File: config.mk
export PLATFORM = sky130hd
export DESIGN_NAME = pts_div
export DESIGN_NICKNAME = d
export VERILOG_FILES = /design/src/rtl/pts_div.sv
export SDC_FILE = /design/constraint.sdc
export NUM_CORES = 1
export LEC_CHECK = 0
export BUFFER_PORTS_ARGS = -buffer_cell sky130_fd_sc_hd__buf_4
export CORE_ASPECT_RATIO = 1.75
export CORE_UTILIZATION = 49
export CTS_BUF_LIST = sky130_fd_sc_hd__clkbuf_2 sky130_fd_sc_hd__clkbuf_4 sky130_fd_sc_hd__clkbuf_8
export CTS_CLUSTER_SIZE = 10
export DETAILED_ROUTE_END_ITERATION = 10
export GPL_TIMING_DRIVEN = 0
export PLACE_DENSITY = 0.86
export RECOVER_POWER = 50
export SYNTH_ARGS = -nofsm -noshare
export SYNTH_HDL_FRONTEND = slang
export SYNTH_SLANG_ARGS = --single-unit
File: constraint.sdc
create_clock -name clk -period 2.95 [get_ports clk]
set_input_delay 0.4425 -clock clk [delete_from_list [all_inputs] [get_ports clk]]
set_output_delay 0.4425 -clock clk [all_outputs]
set_load 0.01 [all_outputs]
File: src/rtl/pts_div.sv
// Radix-2 restoring divider, unsigned 40-bit dividend by 32-bit divisor.
module pts_div (
  input  logic        clk,
  input  logic        rst,
  input  logic        start,
  input  logic [39:0] dividend,
  input  logic [31:0] divisor,
  output logic        busy,
  output logic [39:0] quotient,
  output logic [31:0] remainder
);
  logic [5:0]  count;
  logic [31:0] rem;
  logic [32:0] shifted;
  logic [32:0] trial;

  assign shifted   = {rem, quotient[39]};
  assign trial     = shifted - {1'b0, divisor};
  assign remainder = rem;

  always_ff @(posedge clk) begin
    if (rst) begin
      busy  <= 1'b0;
      count <= '0;
    end else if (start) begin
      busy  <= 1'b1;
      count <= 6'd40;
    end else if (busy) begin
      count <= count - 6'd1;
      if (count == 6'd1) begin
        busy <= 1'b0;
      end
    end
  end

  always_ff @(posedge clk) begin
    if (start) begin
      quotient <= dividend;
      rem      <= '0;
    end else if (busy) begin
      if (!trial[32]) begin
        rem      <= trial[31:0];
        quotient <= {quotient[38:0], 1'b1};
      end else begin
        rem      <= shifted[31:0];
        quotient <= {quotient[38:0], 1'b0};
      end
    end
  end
endmodule

==> impl_metrics.json, run 1 <==
{
  "postSynthCellCount": 577,
  "power.leakage_nw": 2.976,
  "clk_tree_root_cell": "clkbuf_8",
  "num_rows": 49,
  "maxCapViolations": 0,
  "cts-root-to-sink-buffers": 2,
  "floorplan.die.height_um": 139.6,
  "grt_util_all_layers_pct": 29.43,
  "setup.worst_path.end_class": "flop",
  "finalSetupTns_ns": -1.659,
  "cts_sinks": 79,
  "ff_to_ff_path_depth": 13,
  "die_x_um": 80.64,
  "globalRouteOverflowTotal": 0,
  "cts-buffers-inserted": 9,
  "synth_top_area_share_pct": 22.65,
  "detail_route.drc_violations": 0,
  "cts_tree": "yes",
  "netlist_area_sq_mm": 0.005303,
  "ff2ff_setup_slack_ns": -0.13,
  "max_clock_freq_mhz": 324.6,
  "outcome": "finished with violations",
  "floorplan.initialDensity_pct": 50.88,
  "antenna_violating_nets_post_route": 0,
  "library_cell_with_the_largest_summed_area_after_synthesis": "edfxtp_1",
  "final_layout_size_suffix_gt1_share_pct": 29.14,
  "ir_worst_vdd_mv": 0.4250,
  "postSynthNetCount": 687,
  "drt_wl_cell_um": 20.08,
  "synth_cell_types": 63,
  "violated_checks": "setup timing",
  "synth_warnings": 0,
  "total_power_draw_mw": 3.297,
  "filler_cell_count": 877,
  "synthFlopType": "edfxtp_1",
  "slowest_delay_ns": 0.49,
  "worst_slew_margin_rel_pct": 37.63,
  "cp.required_ns": 3.21,
  "setup_repair_after_global_routing_missed_its_margin": "true",
  "timing.critical_path.mode_cell": "o21ai_2",
  "grt_first_pass_wirelength_um": 25570,
  "htreeDepth": 3,
  "port-buffer-count": 147,
  "holdWs_ns": 0.2888,
  "detailedRoute.firstPassIterationCount": 7,
  "path_class": "reg2reg",
  "antenna-diode-count": 0,
  "synth-edff-count": 40,
  "syn_area_per_cell_sq_um": 9.190,
  "cell_area_reported_after_detailed_placement_sq_mm": 0.006569,
  "cp_max_fo": 5,
  "critical_path.slowest_cell": "edfxtp_1",
  "cp-endpoint": "remainder[3]$_SDFFE_PP0P_",
  "power_per_cell_area_mw_per_mm2": 469.0,
  "flow.area_growth_from_synthesis_pct": 32.56,
  "grt_pass1_vias": 5370,
  "cp-start-kind": "flop",
  "post-route-worst-setup-slack_ns": -0.1310,
  "type_of_the_most_critical_hold_path": "in2reg",
  "clock_insertion_delay_worst_skew_ns": 0.37,
  "synthArstFlopShare_pct": 0,
  "vias": 5462,
  "number_of_nets_in_the_finished_design": 860,
  "rr_startpoint": "quotient[39]$_DFFE_PP_",
  "r2r-end": "remainder[3]$_SDFFE_PP0P_",
  "hold_viol": 0,
  "min-delay-start": "rst",
  "finalWirelength_um": 17710,
  "final.min_clock_period_ns": 3.081,
  "final.period_utilization_pct": 104.4,
  "worst_slew_pin_slew_ns": 0.9356,
  "clkSlewWorstSetupHoldPaths_ns": 0.08,
  "setup_viol": 30,
  "drt_first_iter_violations": 367,
  "place_congestion": 0.9368,
  "dieArea_sq_mm": 0.01126,
  "synth_seq_cells": 79,
  "i_o_pin_cnt": 148,
  "maximum_number_of_pins_on_one_net_before_global_route_repair": 41,
  "final.setup_skew_ns": 0.009272,
  "final_util_pct": 67.44,
  "dpl.hpwl_um": 11950,
  "worstSetupStartpoint": "quotient[39]$_DFFE_PP_",
  "netlist_top_cells_area": "edfxtp_1, dfxtp_1, mux2_2",
  "slew_violations": 0,
  "viasPerCell": 6.193,
  "seq_area_frac_synth_pct": 37.38,
  "worstPathCellList": "inv_2 -> ha_4 -> fa_2 -> nor2b_2 -> o21ai_2 -> a21oi_2 -> o21ai_2 -> o21ai_4 -> o211ai_1 -> and2_4 -> buf_4 -> nand2_1 -> a311oi_2",
  "finish.instance_area_sq_mm": 0.007029,
  "core_area_sq_mm": 0.01042,
  "worstPathArrival_ns": 3.34,
  "antenna_violations_before_repair": 0
}
## cells by family (layout without fill, tap and decap cells)
| group | after synthesis | in the layout | share of synthesized area [%] |
|---|---|---|---|
| and+or+nand+nor | 175 | 175 | 15.48 |
| AOI/OAI and AO/OA | 152 | 152 | 20.36 |
| DFF | 79 | 79 | 37.38 |
| buffers and inverters | 68 | 246 | 5.238 |
| muxes | 42 | 42 | 8.849 |
| adders and majority gates | 35 | 35 | 8.400 |
| xor gates and xnor gates | 26 | 26 | 4.295 |
## how the worst min path moves through the flow
stage                            end  slack [ns]  cells past startpoint
6_report       count[5]$_SDFFE_PP0P_        0.29                      2
5_1_grt        count[3]$_SDFFE_PP0P_        0.30                      2
4_1_cts        count[5]$_SDFFE_PP0P_        0.27                      2
3_5_place_dp   count[1]$_SDFFE_PP0P_        0.50                      2
3_3_place_gp   count[1]$_SDFFE_PP0P_        0.48                      2
2_1_floorplan  count[1]$_SDFFE_PP0P_        0.47                      2
## report_power, final
group          switching, mW  internal [mW]  total, mW
logic                  0.518          0.403      0.921
registers             0.0837           1.27       1.35
clock network          0.448          0.578       1.03
## layout make-up
type                       count  area (sq um)  area share (%)
sequential                    79          1984           28.23
multi-input combinational    430          3302           46.97
clock inverter                 6         116.4           1.655
tap                          127         158.9           2.261
clock buffer                  10         131.4           1.869
inverter                      42         157.7           2.243
timing repair buffer         165          1049           14.92
buffer                        23         130.1           1.851
## synthesized netlist by cell type, types with 6 or more instances
library cell and number:
a21o_1 24, a21oi_1 34, a311oi_1 24, a31oi_1 6
buf_2 6, clkbuf_1 16, dfxtp_1 39, edfxtp_1 40
ha_1 34, inv_1 41, mux2_2 39, nand2_1 69
nand3_1 9, nor2_1 46, nor2b_1 7, nor3_1 8
o211ai_1 11, o21ai_0 12, o21bai_1 6, xnor2_1 14
xor2_1 12
## state kept, by name (all words and copies together), names as in the netlist
signal	cells
remainder	32
count	6
busy	1
quotient	40
## placed cells by master (no fill, tap or decap), types with 3 or more instances in the layout
| cell type | instances |
|---|---|
| a21o_1 | 24 |
| a21oi_1 | 28 |
| a21oi_2 | 5 |
| a311oi_1 | 17 |
| a311oi_2 | 8 |
| a31oi_1 | 4 |
| and3_1 | 4 |
| buf_4 | 100 |
| buf_6 | 4 |
| bufinv_16 | 3 |
| clkbuf_1 | 77 |
| clkbuf_8 | 9 |
| dfxtp_1 | 37 |
| edfxtp_1 | 40 |
| ha_1 | 30 |
| ha_4 | 3 |
| inv_1 | 40 |
| mux2_2 | 39 |
| mux2i_1 | 3 |
| nand2_1 | 64 |
| nand2_2 | 4 |
| nand2b_1 | 3 |
| nand3_1 | 9 |
| nand3b_1 | 4 |
| nand4_1 | 5 |
| nor2_1 | 46 |
| nor2b_1 | 6 |
| nor3_1 | 8 |
| o211ai_1 | 11 |
| o21a_1 | 4 |
| o21ai_0 | 11 |
| o21ai_2 | 4 |
| o21bai_1 | 3 |
| o21bai_2 | 3 |
| o22ai_1 | 3 |
| or3_1 | 4 |
| xnor2_1 | 14 |
| xor2_1 | 12 |
## metrics by stage
stage | cells | setup WS [ns]
6_report | 882 | -0.1310
5_1_grt | 882 | -0.2582
4_1_cts | 877 | -0.04459
3_5_place_dp | 851 | -0.6368
3_3_place_gp | 851 | -0.5501
2_1_floorplan | 577 | 0.02333
## layer usage
metal	global-route usage (%)	part of all wire [%]
met2	53.30	54
met4	16.45	5.5
met1	30.99	35
met3	4.984	5.9
met5	0	0
## worst max-delay path: cells and delay by family, from the launching register on
family / cells / cell delay, ns
compound gates: 6 / 1.41
flops: 1 / 0.49
simple gates: 3 / 0.44
fa+ha+maj: 2 / 0.36
buf+inv: 2 / 0.28
## repair_timing
action	4_1_cts	5_1_grt
buffers inserted	10	6
hold buffers	0	0
cloned	0	2
pin swaps	13	25
gates resized for setup	25	41
setup endpoints to repair	33	33
(Power assumes the default switching activity.)
==> run 2: changes to the inputs <==
Settings changed: CORE_UTILIZATION 49 to 55, PLACE_DENSITY 0.86 to 0.9.
Clock period 2.95 ns to 3.05 ns, I/O delays scaled along.
==> run 2 against run 1 <==
  * The flow still finishes with violations (setup timing)
  * Largest cell class unchanged
  * Die area down 11%
  * Sequential share of layout area up 0.56 points
  * Cell count down 0.57%
  * Clock skew down 0.0025 ns
  * Power down 10%
  * Critical endpoint is now remainder[7]$_SDFFE_PP0P_
  * Register-to-register slack better by 0.02 ns
  * Sequential cell count unchanged
  * Count of clock-buffer cells in the layout down 1
  * Combinational power down 4.1%
  * Maximum frequency down 2.6%
==> impl_metrics.json, run 2 (synthesized netlist as in run 1, its figures left out) <==
{
  "cts_tree": "yes",
  "setup_viol": 2,
  "final.min_clock_period_ns": 3.163,
  "finalSetupTns_ns": -0.1152,
  "drt_wl_cell_um": 20.13,
  "worstPathCellList": "inv_1 -> ha_2 -> fa_2 -> nor2b_4 -> o21ai_4 -> a21oi_4 -> o21ai_4 -> o21ai_4 -> o311a_4 -> and2_4 -> buf_6 -> buf_8 -> nand2_1 -> a311oi_1",
  "max_clock_freq_mhz": 316.2,
  "number_of_nets_in_the_finished_design": 860,
  "ff2ff_setup_slack_ns": -0.11,
  "grt_util_all_layers_pct": 31.01,
  "grt_first_pass_wirelength_um": 24960,
  "floorplan.initialDensity_pct": 56.36,
  "viasPerCell": 6.328,
  "outcome": "finished with violations",
  "antenna-diode-count": 0,
  "i_o_pin_cnt": 148,
  "cp.required_ns": 3.29,
  "ir_worst_vdd_mv": 0.5080,
  "vias": 5550,
  "flow.area_growth_from_synthesis_pct": 30.06,
  "r2r-end": "remainder[7]$_SDFFE_PP0P_",
  "detail_route.drc_violations": 0,
  "cts-root-to-sink-buffers": 2,
  "setup_repair_after_global_routing_missed_its_margin": "true",
  "grt_pass1_vias": 5259,
  "final.setup_skew_ns": 0.006789,
  "cell_area_reported_after_detailed_placement_sq_mm": 0.006559,
  "final_cell_mix": "buf_4, clkbuf_1, nand2_1",
  "slowest_delay_ns": 0.43,
  "clkSlewWorstSetupHoldPaths_ns": 0.10,
  "rr_startpoint": "quotient[39]$_DFFE_PP_",
  "core_area_sq_mm": 0.009409,
  "worstPathArrival_ns": 3.40,
  "antenna_violations_before_repair": 0,
  "timing.critical_path.max_delay_family": "compound AO/OA/AOI/OAI gates",
  "worst_hold_depth": 2,
  "dpl_worst_slack_ns": -0.5225,
  "htreeDepth": 3,
  "cts-buffers-inserted": 9,
  "worst_slew_pin_slew_ns": 0.9358,
  "dieArea_sq_mm": 0.01005,
  "max_flop_register": "quotient",
  "setup.worst_path.end_class": "flop",
  "filler_cell_count": 701,
  "hold_viol": 0,
  "maximum_number_of_pins_on_one_net_before_global_route_repair": 41,
  "worst_slew_margin_rel_pct": 37.62,
  "place_congestion": 0.9247,
  "min-delay-start": "rst",
  "globalRouteOverflowTotal": 0,
  "worstPathBufferInverterCount": 3,
  "ff_to_ff_path_depth": 14,
  "holdPathEnd": "count[5]$_SDFFE_PP0P_",
  "dpl.hpwl_um": 11680,
  "port-buffer-count": 147,
  "type_of_the_most_critical_hold_path": "in2reg",
  "clk_tree_root_cell": "clkbuf_8",
  "finalWirelength_um": 17660,
  "final.period_utilization_pct": 103.7,
  "most_frequent_standard_cell_in_the_layout_excluding_fill_and_tap_cells": "buf_4",
  "floorplan.die.height_um": 131.9,
  "finish.instance_area_sq_mm": 0.006897,
  "critical_path.slowest_cell": "edfxtp_1",
  "drt_first_iter_violations": 561,
  "cp-start-kind": "flop",
  "num_rows": 47,
  "die_x_um": 76.23,
  "maxCapViolations": 0,
  "detailedRoute.firstPassIterationCount": 8,
  "post-route-worst-setup-slack_ns": -0.1130,
  "violated_checks": "setup timing",
  "final_layout_size_suffix_gt1_share_pct": 27.68,
  "largest_reg_flops": 40,
  "path_class": "reg2reg",
  "cp_max_fo": 10,
  "power_per_cell_area_mw_per_mm2": 430.5,
  "clock_insertion_delay_worst_skew_ns": 0.37,
  "power.leakage_nw": 2.897,
  "cts_sinks": 79,
  "slew_violations": 0,
  "timing.critical_path.mode_cell": "o21ai_4",
  "antenna_violating_nets_post_route": 0
}
-- run 2: cell count changes in the layout (fill, tap and decap cells not counted), moves of 2 or more --
cell / before / now
ha_1: 30 / 26
nand2_2: 4 / 2
clkinvlp_4: 0 / 2
clkbuf_1: 77 / 83
nand2_4: 2 / 0
inv_8: 0 / 2
o21ai_4: 1 / 3
o21ai_2: 4 / 0
buf_4: 100 / 94
nand2_1: 64 / 67
ha_2: 1 / 6
bufinv_16: 3 / 0
-- run 2: worst reg2reg max path: stages, from the launching register on --
cell and delay [ns]:
edfxtp_1 0.43, inv_1 0.07, ha_2 0.19, fa_2 0.37, nor2b_4 0.15, o21ai_4 0.07
a21oi_4 0.23, o21ai_4 0.09, o21ai_4 0.23, o311a_4 0.29, and2_4 0.16, buf_6 0.14
buf_8 0.14, nand2_1 0.06, a311oi_1 0.42
-- run 2: cell type report --
class	count	area (sq um)	share of cell area [%]
inverters	42	157.7	2.286
well taps	122	152.6	2.213
clock buffers	9	123.9	1.796
repair buffers	164	994.7	14.42
multi-input cells	430	3277	47.51
flip-flops and latches	79	1986	28.79
plain buffers	24	141.4	2.050
clock inverters	7	63.81	0.9253
-- run 2: worst max-delay path by stage --
stage	startpoint	endpoint	cells past startpoint
after global routing	quotient[39]$_DFFE_PP_	remainder[7]$_SDFFE_PP0P_	14
after detailed placement	divisor[1]	remainder[31]$_SDFFE_PP0P_	12
after CTS	remainder[27]$_SDFFE_PP0P_	remainder[0]$_SDFFE_PP0P_	12
final	quotient[39]$_DFFE_PP_	remainder[7]$_SDFFE_PP0P_	14
after floorplan	divisor[0]	remainder[26]$_SDFFE_PP0P_	11
after global placement	divisor[1]	remainder[31]$_SDFFE_PP0P_	12
-- run 2: repair_timing --
action / 4_1_cts / 5_1_grt
pin swaps: 10 / 14
setup buffers: 8 / 7
gates cloned: 0 / 2
endpoints found under the setup margin: 33 / 33
resized for setup: 19 / 43
hold buffers: 0 / 0
-- run 2: report_power, final --
group	switching (mW)	total (mW)	internal, mW
registers	0.0798	1.31	1.23
logic	0.501	0.883	0.383
clock network	0.466	0.780	0.314
-- run 2: stage by stage --
stage / power [mW] / util, % / std cells / hold slack, ns
3_3_place_gp: 2.129 / 69.71 / 846 / 0.4822
6_report: 2.969 / 73.30 / 877 / 0.3125
5_1_grt: 3.071 / 73.30 / 877 / 0.3113
2_1_floorplan: 1.826 / - / 577 / 0.4686
3_5_place_dp: 2.167 / 69.71 / 846 / 0.5151
4_1_cts: 2.931 / 73.10 / 869 / 0.2997
-- run 2: layer usage --
layer / global-route usage [%] / routed length (um) / up-vias
met5: 0 / 0 / -
met4: 16.88 / 1014 / 0
met3: 4.083 / 1130 / 101
met2: 58.56 / 9626 / 339
met1: 32.49 / 5883 / 2656
li1: - / - / 2454
